## src/rtl/core/i2cee_pkg.sv

```systemverilog
package i2cee_pkg;

	localparam int unsigned MAX_PAGE_BYTES = 8;

	// operation codes
	localparam logic [1:0] OP_TICK       = 2'd0;
	localparam logic [1:0] OP_BYTE_WRITE = 2'd1;
	localparam logic [1:0] OP_PAGE_WRITE = 2'd2;
	localparam logic [1:0] OP_RAND_READ  = 2'd3;

	// sequencer states
	localparam logic [3:0] ST_IDLE   = 4'd0;
	localparam logic [3:0] ST_START1 = 4'd1;
	localparam logic [3:0] ST_DEVW   = 4'd2;
	localparam logic [3:0] ST_ACK1   = 4'd3;
	localparam logic [3:0] ST_ADDR   = 4'd4;
	localparam logic [3:0] ST_ACK2   = 4'd5;
	localparam logic [3:0] ST_DATA   = 4'd6;
	localparam logic [3:0] ST_ACKD   = 4'd7;
	localparam logic [3:0] ST_START2 = 4'd8;
	localparam logic [3:0] ST_DEVR   = 4'd9;
	localparam logic [3:0] ST_ACK3   = 4'd10;
	localparam logic [3:0] ST_RX     = 4'd11;
	localparam logic [3:0] ST_MNACK  = 4'd12;
	localparam logic [3:0] ST_STOP   = 4'd13;

	// configuration register map
	localparam logic [2:0] PADDR_DEVICE_SELECT = 3'd0;
	localparam logic [6:0] DEVICE_SELECT_RESET = 7'd80;

	typedef struct packed {
		logic [1:0]  operation;
		logic [7:0]  mem_address;
		logic [63:0] data_bytes;
		logic [3:0]  byte_count;
		logic        sda_in;
	} cmd_item_t;

	typedef struct packed {
		logic       scl;
		logic       sda_low;
		logic       busy_res;
		logic       done_res;
		logic       nack_seen;
		logic [7:0] rx_byte;
	} res_item_t;

endpackage

```

## src/rtl/core/i2cee_if.sv

```systemverilog
interface i2cee_cmd_if;
	logic        valid;
	logic        ready;
	logic [1:0]  operation;
	logic [7:0]  mem_address;
	logic [63:0] data_bytes;
	logic [3:0]  byte_count;
	logic        sda_in;

	modport source (output valid, operation, mem_address, data_bytes, byte_count, sda_in,
		input ready);
	modport sink (input valid, operation, mem_address, data_bytes, byte_count, sda_in,
		output ready);
endinterface

interface i2cee_res_if;
	logic       valid;
	logic       ready;
	logic       scl;
	logic       sda_low;
	logic       busy_res;
	logic       done_res;
	logic       nack_seen;
	logic [7:0] rx_byte;

	modport source (output valid, scl, sda_low, busy_res, done_res, nack_seen, rx_byte,
		input ready);
	modport sink (input valid, scl, sda_low, busy_res, done_res, nack_seen, rx_byte,
		output ready);
endinterface

```

## src/rtl/core/i2c_eeprom_master.sv

```systemverilog
// I2C master for a 24Cxx-style serial EEPROM.
// cmd channel (valid/ready): while idle, operation 1/2/3 starts a byte write,
// page write (1..8 bytes of data_bytes, byte 0 first) or random read. Every
// other item is a tick that, while busy, runs one quarter-bit bus phase using sda_in.
// res channel (valid/ready): exactly one item per cmd item, in order, with
// the SCL level and SDA pull-down to drive, busy/done, sticky NACK flag and
// the receive byte.
// device_select is written over the APB port at byte address 0; the user must
// write it only while no item is in flight, the block itself does not enforce it.
// An accepted item is held in the input register, then the result of its one
// sequencer step is registered and visible as res.valid. Throughput: one item per
// cycle while res.ready is high, set by the input and result registers.
// When res.ready is low, the result register and input register both fill,
// then cmd.ready drops; nothing is lost and the bus state does not advance.
// Reset (arst_n low) returns the sequencer to idle, clears all flags and
// empties both registers; device_select goes back to 80.
module i2c_eeprom_master (
	input  logic               clk,
	input  logic               arst_n,
	i2cee_cmd_if.sink          cmd,
	i2cee_res_if.source        res,
	input  logic               psel,
	input  logic               penable,
	input  logic               pwrite,
	input  logic [2:0]         paddr,
	input  logic [31:0]        pwdata,
	output logic [31:0]        prdata,
	output logic               pready
);

	logic                  valid_s1;
	i2cee_pkg::cmd_item_t  item_s1;
	logic                  res_valid_q;
	i2cee_pkg::res_item_t  res_q;
	i2cee_pkg::res_item_t  step_res;
	logic                  advance;
	logic                  cmd_acc;
	logic [6:0]            device_select;

	assign advance   = valid_s1 && (!res_valid_q || res.ready);
	assign cmd.ready = !valid_s1 || advance;
	assign cmd_acc   = cmd.valid && cmd.ready;

	always_ff @(posedge clk or negedge arst_n) begin
		if (!arst_n) begin
			valid_s1 <= 1'b0;
		end else if (cmd.ready) begin
			valid_s1 <= cmd.valid;
		end
	end

	always_ff @(posedge clk) begin
		if (cmd_acc) begin
			item_s1.operation   <= cmd.operation;
			item_s1.mem_address <= cmd.mem_address;
			item_s1.data_bytes  <= cmd.data_bytes;
			item_s1.byte_count  <= cmd.byte_count;
			item_s1.sda_in      <= cmd.sda_in;
		end
	end

	i2cee_apb_regs u_regs (
		.clk           (clk),
		.arst_n        (arst_n),
		.psel          (psel),
		.penable       (penable),
		.pwrite        (pwrite),
		.paddr         (paddr),
		.pwdata        (pwdata),
		.prdata        (prdata),
		.pready        (pready),
		.device_select (device_select)
	);

	i2cee_seq u_seq (
		.clk           (clk),
		.arst_n        (arst_n),
		.step          (advance),
		.item          (item_s1),
		.device_select (device_select),
		.result        (step_res)
	);

	always_ff @(posedge clk or negedge arst_n) begin
		if (!arst_n) begin
			res_valid_q <= 1'b0;
		end else if (advance) begin
			res_valid_q <= 1'b1;
		end else if (res.ready) begin
			res_valid_q <= 1'b0;
		end
	end

	always_ff @(posedge clk) begin
		if (advance) begin
			res_q <= step_res;
		end
	end

	assign res.valid     = res_valid_q;
	assign res.scl       = res_q.scl;
	assign res.sda_low   = res_q.sda_low;
	assign res.busy_res  = res_q.busy_res;
	assign res.done_res  = res_q.done_res;
	assign res.nack_seen = res_q.nack_seen;
	assign res.rx_byte   = res_q.rx_byte;

	// done marks the last STOP phase, which returns to idle with both lines released
	a_done_ends: assert property (@(posedge clk) disable iff (!arst_n)
		res.valid && res.done_res |-> !res.busy_res && res.scl && !res.sda_low)
		else $error("done without return to idle");

	// outside a sequence the bus is left released
	a_idle_released: assert property (@(posedge clk) disable iff (!arst_n)
		res.valid && !res.busy_res |-> res.scl && !res.sda_low)
		else $error("bus driven while idle");

	// an accepted item always lands in the input register
	a_accept_loads: assert property (@(posedge clk) disable iff (!arst_n)
		cmd_acc |=> valid_s1)
		else $error("accepted item lost");

	// a stalled result register keeps the input item parked
	a_stall_holds: assert property (@(posedge clk) disable iff (!arst_n)
		valid_s1 && res_valid_q && !res.ready |=> valid_s1 && $stable(item_s1))
		else $error("input item dropped under stall");

endmodule

```

## src/rtl/core/i2cee_apb_regs.sv

```systemverilog
module i2cee_apb_regs (
	input  logic        clk,
	input  logic        arst_n,
	input  logic        psel,
	input  logic        penable,
	input  logic        pwrite,
	input  logic [2:0]  paddr,
	input  logic [31:0] pwdata,
	output logic [31:0] prdata,
	output logic        pready,
	output logic [6:0]  device_select
);

	logic [6:0] dev_sel_q;
	logic       wr_en;

	assign pready = 1'b1;
	// byte lanes below bit 2 are ignored
	assign wr_en  = psel && penable && pwrite && pready &&
		(paddr[2] == i2cee_pkg::PADDR_DEVICE_SELECT[2]);

	always_ff @(posedge clk or negedge arst_n) begin
		if (!arst_n) begin
			dev_sel_q <= i2cee_pkg::DEVICE_SELECT_RESET;
		end else if (wr_en) begin
			dev_sel_q <= pwdata[6:0];
		end
	end

	always_comb begin
		prdata = 32'd0;
		if (paddr[2] == i2cee_pkg::PADDR_DEVICE_SELECT[2]) begin
			prdata = {25'd0, dev_sel_q};
		end
	end

	assign device_select = dev_sel_q;

endmodule

```

## src/rtl/core/i2cee_seq.sv

```systemverilog
module i2cee_seq (
	input  logic                  clk,
	input  logic                  arst_n,
	input  logic                  step,
	input  i2cee_pkg::cmd_item_t  item,
	input  logic [6:0]            device_select,
	output i2cee_pkg::res_item_t  result
);

	logic [3:0]  state_q,  state_d;
	logic [1:0]  phase_q,  phase_d;
	logic [3:0]  bit_q,    bit_d;
	logic [2:0]  idx_q,    idx_d;
	logic [7:0]  shift_q,  shift_d;
	logic [63:0] data_q,   data_d;
	logic [3:0]  count_q,  count_d;
	logic [7:0]  addr_q,   addr_d;
	logic [1:0]  op_q,     op_d;
	logic [7:0]  rx_q,     rx_d;
	logic        nack_q,   nack_d;

	always_comb begin
		logic       is_tx;
		logic       is_ack;
		logic       seg_done;
		logic [3:0] bc_inc;
		logic [3:0] cnt;
		logic [7:0] wdev;
		logic [3:0] nxt_st;
		logic [7:0] load;
		logic [2:0] nxt_idx;

		state_d = state_q;
		phase_d = phase_q;
		bit_d   = bit_q;
		idx_d   = idx_q;
		shift_d = shift_q;
		data_d  = data_q;
		count_d = count_q;
		addr_d  = addr_q;
		op_d    = op_q;
		rx_d    = rx_q;
		nack_d  = nack_q;

		result.scl     = 1'b1;
		result.sda_low = 1'b0;
		result.done_res = 1'b0;

		is_tx  = (state_q == i2cee_pkg::ST_DEVW) || (state_q == i2cee_pkg::ST_ADDR) ||
			(state_q == i2cee_pkg::ST_DATA) || (state_q == i2cee_pkg::ST_DEVR);
		is_ack = (state_q == i2cee_pkg::ST_ACK1) || (state_q == i2cee_pkg::ST_ACK2) ||
			(state_q == i2cee_pkg::ST_ACKD) || (state_q == i2cee_pkg::ST_ACK3);
		bc_inc = bit_q + 4'd1;
		wdev   = {device_select, 1'b0};
		seg_done = 1'b1;
		nxt_st   = i2cee_pkg::ST_IDLE;
		load     = 8'd0;
		nxt_idx  = idx_q + 3'd1;

		// saturate page length into 1..MAX_PAGE_BYTES
		cnt = item.byte_count;
		if (cnt == 4'd0) begin
			cnt = 4'd1;
		end else if (cnt > 4'(i2cee_pkg::MAX_PAGE_BYTES)) begin
			cnt = 4'(i2cee_pkg::MAX_PAGE_BYTES);
		end

		if (state_q == i2cee_pkg::ST_IDLE) begin
			if (item.operation != i2cee_pkg::OP_TICK) begin
				op_d    = item.operation;
				addr_d  = item.mem_address;
				data_d  = item.data_bytes;
				count_d = (item.operation == i2cee_pkg::OP_PAGE_WRITE) ? cnt : 4'd1;
				idx_d   = 3'd0;
				nack_d  = 1'b0;
				state_d = i2cee_pkg::ST_START1;
				phase_d = 2'd0;
				bit_d   = 4'd0;
				shift_d = 8'd0;
			end
		end else begin
			result.scl = (phase_q == 2'd1) || (phase_q == 2'd2);
			if ((state_q == i2cee_pkg::ST_START1) || (state_q == i2cee_pkg::ST_START2)) begin
				result.sda_low = phase_q[1];
			end else if (state_q == i2cee_pkg::ST_STOP) begin
				result.scl     = (phase_q != 2'd0);
				result.sda_low = !phase_q[1];
			end else if (is_tx) begin
				result.sda_low = !shift_q[7];
			end else begin
				// ACK and read bits sampled in the third phase, SCL high
				if ((phase_q == 2'd2) && is_ack && item.sda_in) begin
					nack_d = 1'b1;
				end
				if ((phase_q == 2'd2) && (state_q == i2cee_pkg::ST_RX)) begin
					rx_d = {rx_q[6:0], item.sda_in};
				end
			end

			if (phase_q == 2'd3) begin
				result.done_res = (state_q == i2cee_pkg::ST_STOP);
				if (is_tx || (state_q == i2cee_pkg::ST_RX)) begin
					bit_d = bc_inc;
					if (is_tx) begin
						shift_d = {shift_q[6:0], 1'b0};
					end
					if (bc_inc < 4'd8) begin
						phase_d  = 2'd0;
						seg_done = 1'b0;
					end
				end
				if (seg_done) begin
					unique case (state_q)
						i2cee_pkg::ST_START1: begin
							nxt_st = i2cee_pkg::ST_DEVW;
							load   = wdev;
						end
						i2cee_pkg::ST_DEVW:   nxt_st = i2cee_pkg::ST_ACK1;
						i2cee_pkg::ST_ACK1: begin
							nxt_st = i2cee_pkg::ST_ADDR;
							load   = addr_q;
						end
						i2cee_pkg::ST_ADDR:   nxt_st = i2cee_pkg::ST_ACK2;
						i2cee_pkg::ST_ACK2: begin
							if (op_q == i2cee_pkg::OP_RAND_READ) begin
								nxt_st = i2cee_pkg::ST_START2;
							end else begin
								idx_d  = 3'd0;
								nxt_st = i2cee_pkg::ST_DATA;
								load   = data_q[7:0];
							end
						end
						i2cee_pkg::ST_DATA:   nxt_st = i2cee_pkg::ST_ACKD;
						i2cee_pkg::ST_ACKD: begin
							if ({1'b0, idx_q} + 4'd1 >= count_q) begin
								nxt_st = i2cee_pkg::ST_STOP;
							end else begin
								idx_d  = nxt_idx;
								nxt_st = i2cee_pkg::ST_DATA;
								load   = data_q[{nxt_idx, 3'b000} +: 8];
							end
						end
						i2cee_pkg::ST_START2: begin
							nxt_st = i2cee_pkg::ST_DEVR;
							load   = wdev | 8'd1;
						end
						i2cee_pkg::ST_DEVR:   nxt_st = i2cee_pkg::ST_ACK3;
						i2cee_pkg::ST_ACK3:   nxt_st = i2cee_pkg::ST_RX;
						i2cee_pkg::ST_RX:     nxt_st = i2cee_pkg::ST_MNACK;
						i2cee_pkg::ST_MNACK:  nxt_st = i2cee_pkg::ST_STOP;
						default:              nxt_st = i2cee_pkg::ST_IDLE;
					endcase
					state_d = nxt_st;
					phase_d = 2'd0;
					bit_d   = 4'd0;
					shift_d = load;
				end
			end else begin
				phase_d = phase_q + 2'd1;
			end
		end

		result.busy_res  = (state_d != i2cee_pkg::ST_IDLE);
		result.nack_seen = nack_d;
		result.rx_byte   = rx_d;
	end

	always_ff @(posedge clk or negedge arst_n) begin
		if (!arst_n) begin
			state_q <= i2cee_pkg::ST_IDLE;
			phase_q <= 2'd0;
			bit_q   <= 4'd0;
			idx_q   <= 3'd0;
			shift_q <= 8'd0;
			data_q  <= 64'd0;
			count_q <= 4'd0;
			addr_q  <= 8'd0;
			op_q    <= 2'd0;
			rx_q    <= 8'd0;
			nack_q  <= 1'b0;
		end else if (step) begin
			state_q <= state_d;
			phase_q <= phase_d;
			bit_q   <= bit_d;
			idx_q   <= idx_d;
			shift_q <= shift_d;
			data_q  <= data_d;
			count_q <= count_d;
			addr_q  <= addr_d;
			op_q    <= op_d;
			rx_q    <= rx_d;
			nack_q  <= nack_d;
		end
	end

endmodule

```

## src/flat_wrapper.sv

```systemverilog
// flat-port wrapper written by rule: the top's interface ports become plain ports
module i2c_eeprom_master_flat 
  (clk, arst_n, psel, penable, pwrite, paddr, pwdata, prdata, pready, cmd_valid, cmd_operation, cmd_mem_address, cmd_data_bytes, cmd_byte_count, cmd_sda_in, cmd_ready, res_valid, res_scl, res_sda_low, res_busy_res, res_done_res, res_nack_seen, res_rx_byte, res_ready);
  i2cee_cmd_if cmd_i ();
  i2cee_res_if res_i ();
  input  logic clk;
  input  logic arst_n;
  input  logic psel;
  input  logic penable;
  input  logic pwrite;
  input  logic [2:0] paddr;
  input  logic [31:0] pwdata;
  output logic [31:0] prdata;
  output logic pready;
  input wire logic [$bits(cmd_i.valid)-1:0] cmd_valid;
  input wire logic [$bits(cmd_i.operation)-1:0] cmd_operation;
  input wire logic [$bits(cmd_i.mem_address)-1:0] cmd_mem_address;
  input wire logic [$bits(cmd_i.data_bytes)-1:0] cmd_data_bytes;
  input wire logic [$bits(cmd_i.byte_count)-1:0] cmd_byte_count;
  input wire logic [$bits(cmd_i.sda_in)-1:0] cmd_sda_in;
  output wire logic [$bits(cmd_i.ready)-1:0] cmd_ready;
  output wire logic [$bits(res_i.valid)-1:0] res_valid;
  output wire logic [$bits(res_i.scl)-1:0] res_scl;
  output wire logic [$bits(res_i.sda_low)-1:0] res_sda_low;
  output wire logic [$bits(res_i.busy_res)-1:0] res_busy_res;
  output wire logic [$bits(res_i.done_res)-1:0] res_done_res;
  output wire logic [$bits(res_i.nack_seen)-1:0] res_nack_seen;
  output wire logic [$bits(res_i.rx_byte)-1:0] res_rx_byte;
  input wire logic [$bits(res_i.ready)-1:0] res_ready;
  assign cmd_i.valid = cmd_valid;
  assign cmd_i.operation = cmd_operation;
  assign cmd_i.mem_address = cmd_mem_address;
  assign cmd_i.data_bytes = cmd_data_bytes;
  assign cmd_i.byte_count = cmd_byte_count;
  assign cmd_i.sda_in = cmd_sda_in;
  assign cmd_ready = cmd_i.ready;
  assign res_valid = res_i.valid;
  assign res_scl = res_i.scl;
  assign res_sda_low = res_i.sda_low;
  assign res_busy_res = res_i.busy_res;
  assign res_done_res = res_i.done_res;
  assign res_nack_seen = res_i.nack_seen;
  assign res_rx_byte = res_i.rx_byte;
  assign res_i.ready = res_ready;
  i2c_eeprom_master u_core (.clk(clk), .arst_n(arst_n), .cmd(cmd_i), .res(res_i), .psel(psel), .penable(penable), .pwrite(pwrite), .paddr(paddr), .pwdata(pwdata), .prdata(prdata), .pready(pready));
endmodule
```

## config.mk

```make
export PLATFORM = sky130hd
export DESIGN_NAME = i2c_eeprom_master_flat
export DESIGN_NICKNAME = d
export VERILOG_FILES = /design/src/rtl/core/i2cee_pkg.sv /design/src/rtl/core/i2cee_if.sv /design/src/rtl/core/i2c_eeprom_master.sv /design/src/rtl/core/i2cee_apb_regs.sv /design/src/rtl/core/i2cee_seq.sv /design/src/flat_wrapper.sv
export SDC_FILE = /design/constraint.sdc
export NUM_CORES = 1
export LEC_CHECK = 0
export BUFFER_PORTS_ARGS = -buffer_cell sky130_fd_sc_hd__buf_2
export CAP_MARGIN = 25
export CORE_ASPECT_RATIO = 0.8
export CORE_MARGIN = 4
export CORE_UTILIZATION = 30
export DETAILED_ROUTE_END_ITERATION = 6
export HOLD_SLACK_MARGIN = 0.1
export PLACE_DENSITY = 0.49
export SYNTH_ARGS = -nofsm -noshare
export SYNTH_HDL_FRONTEND = slang
export SYNTH_SLANG_ARGS = --single-unit
```

## constraint.sdc

```tcl
create_clock -name clk -period 2.7 [get_ports clk]
set_input_delay 0.135 -clock clk [delete_from_list [all_inputs] [get_ports clk]]
set_output_delay 0.135 -clock clk [all_outputs]
set_load 0.005 [all_outputs]
```

==> metrics.txt, run 1 <==
setup tns final 0 ps; relative slew slack between 40% and 50%; RSZ-0062 raised after global routing no; core area roughly 0.03 mm^2; commonest non-fill, non-tap cells in the layout dfrtp_1 (115), buf_2 (114), edfxtp_1 (92), dlygate4sd3_1 (90), mux2_4 (60); CP startpoint kind flip-flop; Die ar. between 0.03 and 0.04 mm^2; final non-filler cell total 1276; vias per std cell 4.390; DRC 0; initial antenna violation count 0; 1st-iter DRT viols 272; CP endpoint kind flip-flop; prevailing post-synth register cell dfrtp_1; Clock Skew around 15 ps; RD Place Congestion 0.8510; Nets between 900 and 1000; run status complete, no violations; Data required, critical path between 2000 and 3000 ps; CTS tree built; PwrDens between 900 and 1000 mW/mm^2; Worst EP arrival about 2700 ps; end of the worst register-to-register path u_core.res.busy_res; Clock Tree Root clkbuf_16; Seq/Total Area, Yosys between 60 and 70%; Worst Max-Slew Pin Slew between 800 and 900 ps; Final ANT Viol Nets 0; dpl cells 1144; fillcell total 2903; HP Class input pin to async pin; Die Height around 160 um; # Post-CTS Setup Buffers 0; Post-Synthesis Cells around 620; Post-Route WL roughly 21000 um; FP Rows 57; Post-Syn Area between 0.009 and 0.01 mm^2; Final min period about 2500 ps; R2R setup slack slightly above 200 ps; FF-to-FF path depth 9; WS Path Type flip-flop to flip-flop; crit-path max FO 3; post-synthesis cell type count 66; first-pass GRT wire length 33240 um; Fin. Hold Viols 0; setup violators final 0; most common cell after layout, fill and taps aside dfrtp_1; Peak VDD IR 0.5710 mV; Vias about 5600; Synth Register Bits ~210; Total GRT Usage 12.39%; R2R Path Start u_core.u_seq.idx_q[0]; fraction of registers with async set/reset a little under three fifths; number of max-cap violations 0; Reg clk slew, reported paths roughly 70 ps; I/O Pins about 170; CTS Buf Count 23; largest net degree at the start of global routing between 50 and 60; share of post-route cells with drive strength above 1 roughly 35%; antenna cell count 0; HPWL after DPL ~14000 um; fmax ~400 MHz; synth-to-layout area growth 29.85%; Slew Limit Fails 0; Avg Cell Area, Syn between 10 and 15 um^2; Total Power between 10 and 15 mW; dpl ws roughly 210 ps; Final WS setup 201.3 ps; vias in the first global route 5881; 1st-pass router iterations 4; I/O Buffers ~120; CTS H-tree lvls 1; # clock sinks approximately 210; clk buf depth 3; yosys synthesis warning count 0; fin crit share between 90% and 100%; chip width ~200 um; EDFF count, synth 92; total gr overflow 0; clk_lat worst skew 530 ps; leakage roughly 5.2 nW; starting density of the core a little under a third; placed cell areas around 0.010 mm^2; drt wl/cell approximately 16 um; Post-Layout Inst Area ~0.012 mm^2
[per-stage QoR]
stage | hold WS (ps) | util [%]
2_1_floorplan | -160.6 | -
3_3_place_gp | 134.8 | 33.80
4_1_cts | 131.2 | 39.44
6_report | 125.8 | 39.47
3_5_place_dp | 138.1 | 33.82
5_1_grt | 170.8 | 39.47
[cell usage after synthesis, drive strengths merged, types with 2 or more instances]
cell	instances	share of area [%]
dfrtp	115	31
edfxtp	92	30
mux2	90	13
nand2	58	2.4
buf	46	3.8
o21ai	21	1.2
nor2	19	0.85
mux4	16	3.9
a21oi	13	0.75
inv	12	0.49
a21o	10	0.81
a22o	10	0.95
nand2b	10	0.68
a31oi	9	0.68
ha	9	1.2
nand3	8	0.49
nor2b	8	0.54
a221oi	7	0.66
clkbuf	6	0.24
nor3	6	0.33
and2	3	0.20
nand4b	3	0.28
nor3b	3	0.24
nor4	3	0.34
o211ai	3	0.24
xnor2	3	0.28
a211o	2	0.19
a211oi	2	0.16
a22oi	2	0.16
and3	2	0.14
clkinv	2	0.081
conb	2	0.081
dfstp	2	0.57
mux2i	2	0.22
nand3b	2	0.16
o22ai	2	0.14
or2	2	0.14
[cells by family after synthesis]
logic type	Yosys count	share of synthesized area, %
AOI/OAI and AO/OA	93	7.412
DFF	209	61.65
and+or+nand+nor	130	7.060
adders and majority gates	9	1.220
muxes	108	17.53
xor gates and xnor gates	4	0.3795
buffers and inverters	66	4.661
other	2	0.08133
[sequential cells by signal, indices dropped and copies added, names as in the netlist, 2 cells and up]
register and count:
u_core.item_s1 79, u_core.res.rx_byte 8, u_core.u_regs.device_select 7, u_core.u_seq.addr_q 8, u_core.u_seq.bit_q 4, u_core.u_seq.count_q 4
u_core.u_seq.data_q 64, u_core.u_seq.idx_q 3, u_core.u_seq.op_q 2, u_core.u_seq.phase_q 2, u_core.u_seq.rx_q 8, u_core.u_seq.shift_q 8
u_core.u_seq.state_q 4
[repair_timing]
action / 4_1_cts / 5_1_grt
hold buffers: 90 / 0
resized for setup: 0 / 1
setup endpoints to repair: 0 / 1
endpoints found under the hold margin: 181 / 0
[layer usage]
layer  track usage [%]  share of wire [%]
met3             2.356                4.8
met2             19.28                 45
met1             18.08                 48
met5                 0                  0
met4             2.801                2.0
[power by group]
| part | internal (mW) | total [mW] | switching, mW | leakage, nW |
|---|---|---|---|---|
| Combinational | 1.87 | 3.23 | 1.36 | 2.45 |
| Clock | 2.00 | 3.30 | 1.29 | 0.396 |
| Sequential | 4.19 | 4.76 | 0.571 | 2.32 |
[worst max path at each step]
| stage | from | end | slack [ps] | cells after the start |
|---|---|---|---|---|
| detailed placement | u_core.u_seq.idx_q[0] | u_core.res.busy_res | 210 | 9 |
| finish | u_core.u_seq.idx_q[0] | u_core.res.busy_res | 200 | 9 |
| floorplan | u_core.u_seq.idx_q[0] | u_core.u_seq.shift_q[0] | 130 | 9 |
| CTS | u_core.u_seq.idx_q[0] | u_core.res.busy_res | 150 | 9 |
| global route | u_core.u_seq.idx_q[0] | u_core.u_seq.idx_q[1] | 1 | 10 |
| global placement | u_core.u_seq.idx_q[0] | u_core.res.busy_res | 280 | 9 |
[worst max-delay path, cell delays in order, from the launching register on]
cell,delay [ps]
dfrtp_1,390
ha_1,260
xnor2_2,160
clkinv_1,110
ha_1,310
o211ai_1,110
o21ai_0,160
o21ai_0,380
nor4_2,110
nand4b_1,220
[final cells by class]
type / count / area [um^2] / area share [%]
Clock inverter: 12 / 153.9 / 1.284
Clock buffer: 30 / 653.1 / 5.447
Inverter: 14 / 52.55 / 0.4383
Timing Repair Buffer: 228 / 1702 / 14.19
Multi-Input combinational cell: 370 / 3219 / 26.85
Sequential cell: 209 / 5693 / 47.48
Tap cell: 413 / 516.7 / 4.310
Note: power is estimated with default switching activity, not from simulation.
==> inputs of run 2 (changes only) <==
- GPL_TIMING_DRIVEN: default -> 0
- SYNTH_HIERARCHICAL: default -> 1
==> metrics.txt, run 2 <==
CTS H-tree lvls 1; antenna cell count 0; chip width 202.1 um; 1st-iter DRT viols a little under 300; Die ar. between 0.03 and 0.04 mm^2; Largest register FFs slightly below 80; Synth Register Bits about 210; core area between 0.02 and 0.03 mm^2; I/O Pins about 170; setup violators final 1; drt wl/cell between 15 and 20 um; synth-to-layout area growth 34.41%; final core occ approximately 41%; Clock Tree Root clkbuf_16; Final WS setup -30.89 ps; top cell type's share of synthesized area between 30% and 40%; FF-to-FF path depth 9; worst path bufs/invs 0; Worst path slowest cell dfrtp_2; 1st-pass router iterations 4; Fin. Hold Viols 0; relative slew slack roughly half; number of max-cap violations 0; Die Height 163.3 um; commonest non-fill, non-tap cells in the layout buf_2 (123), dfrtp_1 (114), dlygate4sd3_1 (97), edfxtp_1 (92); PwrDens a little over 800 mW/mm^2; crit-path max FO 3; largest area contributor in the netlist dfrtp_1; CTS tree built; HPWL after DPL roughly 15000 um; Worst Max-Slew Pin Slew ~770 ps; Data required, critical path approximately 3000 ps; Reg clk slew, reported paths 60 ps; Avg Cell Area, Syn around 15 um^2; Seq/Total Area, Yosys between 60% and 70%; clk_lat worst skew ~520 ps; final non-filler cell total about 1300; HP Class input pin to async pin; RSZ-0062 raised after global routing yes; Worst EP arrival between 2000 and 3000 ps; WS Path Type flip-flop to flip-flop; Post-Route WL between 20000 and 25000 um; crit-path most repeated cell ha_4; R2R Path Start u_core/u_seq/idx_q[0]; Vias roughly 5700; Clock Skew 17.54 ps; Peak VDD IR about 0.51 mV; fraction of registers with async set/reset approximately 56%; fmax ~370 MHz; Nets 999; DRC 0; I/O Buffers 115; Post-Syn Area about 0.0090 mm^2; Post-Synthesis Cells 599; CP endpoint kind flip-flop; placed cell areas about 0.010 mm^2; Final ANT Viol Nets 0; post-synthesis cell type count 73; vias per std cell between 4 and 5; critical path cell sequence ha_4, xor2_4, ha_4, o211ai_1, o21a_1, and3_4, a41o_1, a2111o_1, or3b_1; R2R setup slack -30 ps; dpl ws -590.5 ps; starting density of the core around 30%; total gr overflow 0; vias in the first global route around 6000; run status complete, but fails checks; Total Power just under 10 mW; dpl cells 1146; most common cell after layout, fill and taps aside buf_2; Final min period between 2000 and 3000 ps; yosys synthesis warning count 6; fillcell total 2762; Post-Layout Inst Area approximately 0.012 mm^2; largest net degree at the start of global routing 66; fin crit share 101.1%; failing checks negative setup slack; RD Place Congestion 0.8193; end of the worst register-to-register path u_core/res.busy_res; leakage 5.281 nW; share of post-route cells with drive strength above 1 34.50%; count leader, synth dfrtp_1; first-pass GRT wire length 34240 um; CP max stage delay between 400 and 500 ps; CP startpoint kind flip-flop; Slew Limit Fails 0; Synth top cells by count dfrtp_1 (115), edfxtp_1 (92), mux2_1 (52), mux2_2 (52), nor2_1 (29); FP Rows 56; Total GRT Usage approximately an eighth; # clock sinks 209; synth top area cells dfrtp_1 (32%), edfxtp_1 (31%), mux2_1 (6.5%), mux2_2 (6.5%), mux4_2 (4.0%); EDFF count, synth between 90 and 100; Largest regs u_core/item_s1 (79), u_core/u_seq/data_q (64); prevailing post-synth register cell dfrtp_1; register with the most flip-flops u_core/item_s1; crit-path leading delay family compound AO/OA/AOI/OAI gates; clk buf depth 3; CTS Buf Count 24; initial antenna violation count 0
-- run 2: cell count changes in the layout (fill, tap and decap cells not counted), sizes merged, moves of 7 or more --
cell	change
a31oi	-8
a21oi	+10
mux2	+14
nand2	-38
and2b	+7
buf	+35
clkbuf	+10
dlygate4sd3	+7
nor2	+11
-- run 2: routing by layer --
layer	wire (um)	track usage, %	part of all wire, %
met1	10640	19.31	49
met2	9498	20.35	44
met3	943	2.064	4.4
met4	421	3.023	2.0
met5	0	0	0
-- run 2: what timing repair did --
action,in CTS,in global routing
hold endpoints to repair,203,0
hold buffers,97,0
resized for setup,8,4
setup buffers,8,1
pin swaps,4,2
setup endpoints to repair,87,19
-- run 2: report_power, final --
group          total, mW  switching, mW  internal, mW
Sequential          4.51          0.429          4.08
Clock               3.10           1.28          1.83
Combinational       2.26           1.07          1.20
-- run 2: area by class of cell --
type	instances	area, um^2	area share, %
inverter	9	33.78	0.2779
clock buffer	34	668.1	5.497
multi-input combinational	349	3098	25.49
clock inverter	10	93.84	0.7721
buffer	53	382.9	3.150
sequential	209	5694	46.85
timing repair buffer	223	1675	13.78
tap	406	508.0	4.180
-- run 2: how the worst max path moves through the flow --
stage / from / endpoint / slack, ps / cells past startpoint
global route: u_core/u_seq/idx_q[0] / u_core/res.busy_res / -120 / 9
global placement: u_core/u_seq/idx_q[0] / u_core/u_seq/shift_q[5] / -570 / 7
finish: u_core/u_seq/idx_q[0] / u_core/res.busy_res / -30 / 9
floorplan: u_core/u_seq/idx_q[0] / u_core/res.busy_res / -110 / 11
detailed placement: u_core/u_seq/idx_q[0] / u_core/u_seq/shift_q[4] / -590 / 7
CTS: u_core/u_seq/idx_q[0] / u_core/res.busy_res / -80 / 9
-- run 2: per-stage QoR --
| step | setup TNS [ps] | hold slack [ps] |
|---|---|---|
| floorplan | -107.8 | -160.6 |
| global placement | -51440 | 311.4 |
| detailed placement | -27910 | 130.2 |
| CTS | -82.59 | 146.1 |
| global route | -124.8 | 189.4 |
| finish | -30.89 | 134.7 |
-- run 2: logic make-up (layout without fill, tap and decap cells) --
| logic type | Yosys count | after routing | share of synthesized area, % |
|---|---|---|---|
| other | 2 | 26 | 0.08305 |
| and+or+nand+nor | 97 | 97 | 6.199 |
| AOI/OAI and AO/OA | 87 | 87 | 6.974 |
| xor gates and xnor gates | 2 | 2 | 0.1938 |
| DFF | 209 | 209 | 62.96 |
| muxes | 128 | 128 | 17.82 |
| adders and majority gates | 9 | 9 | 1.245 |
| buffers and inverters | 65 | 329 | 4.525 |
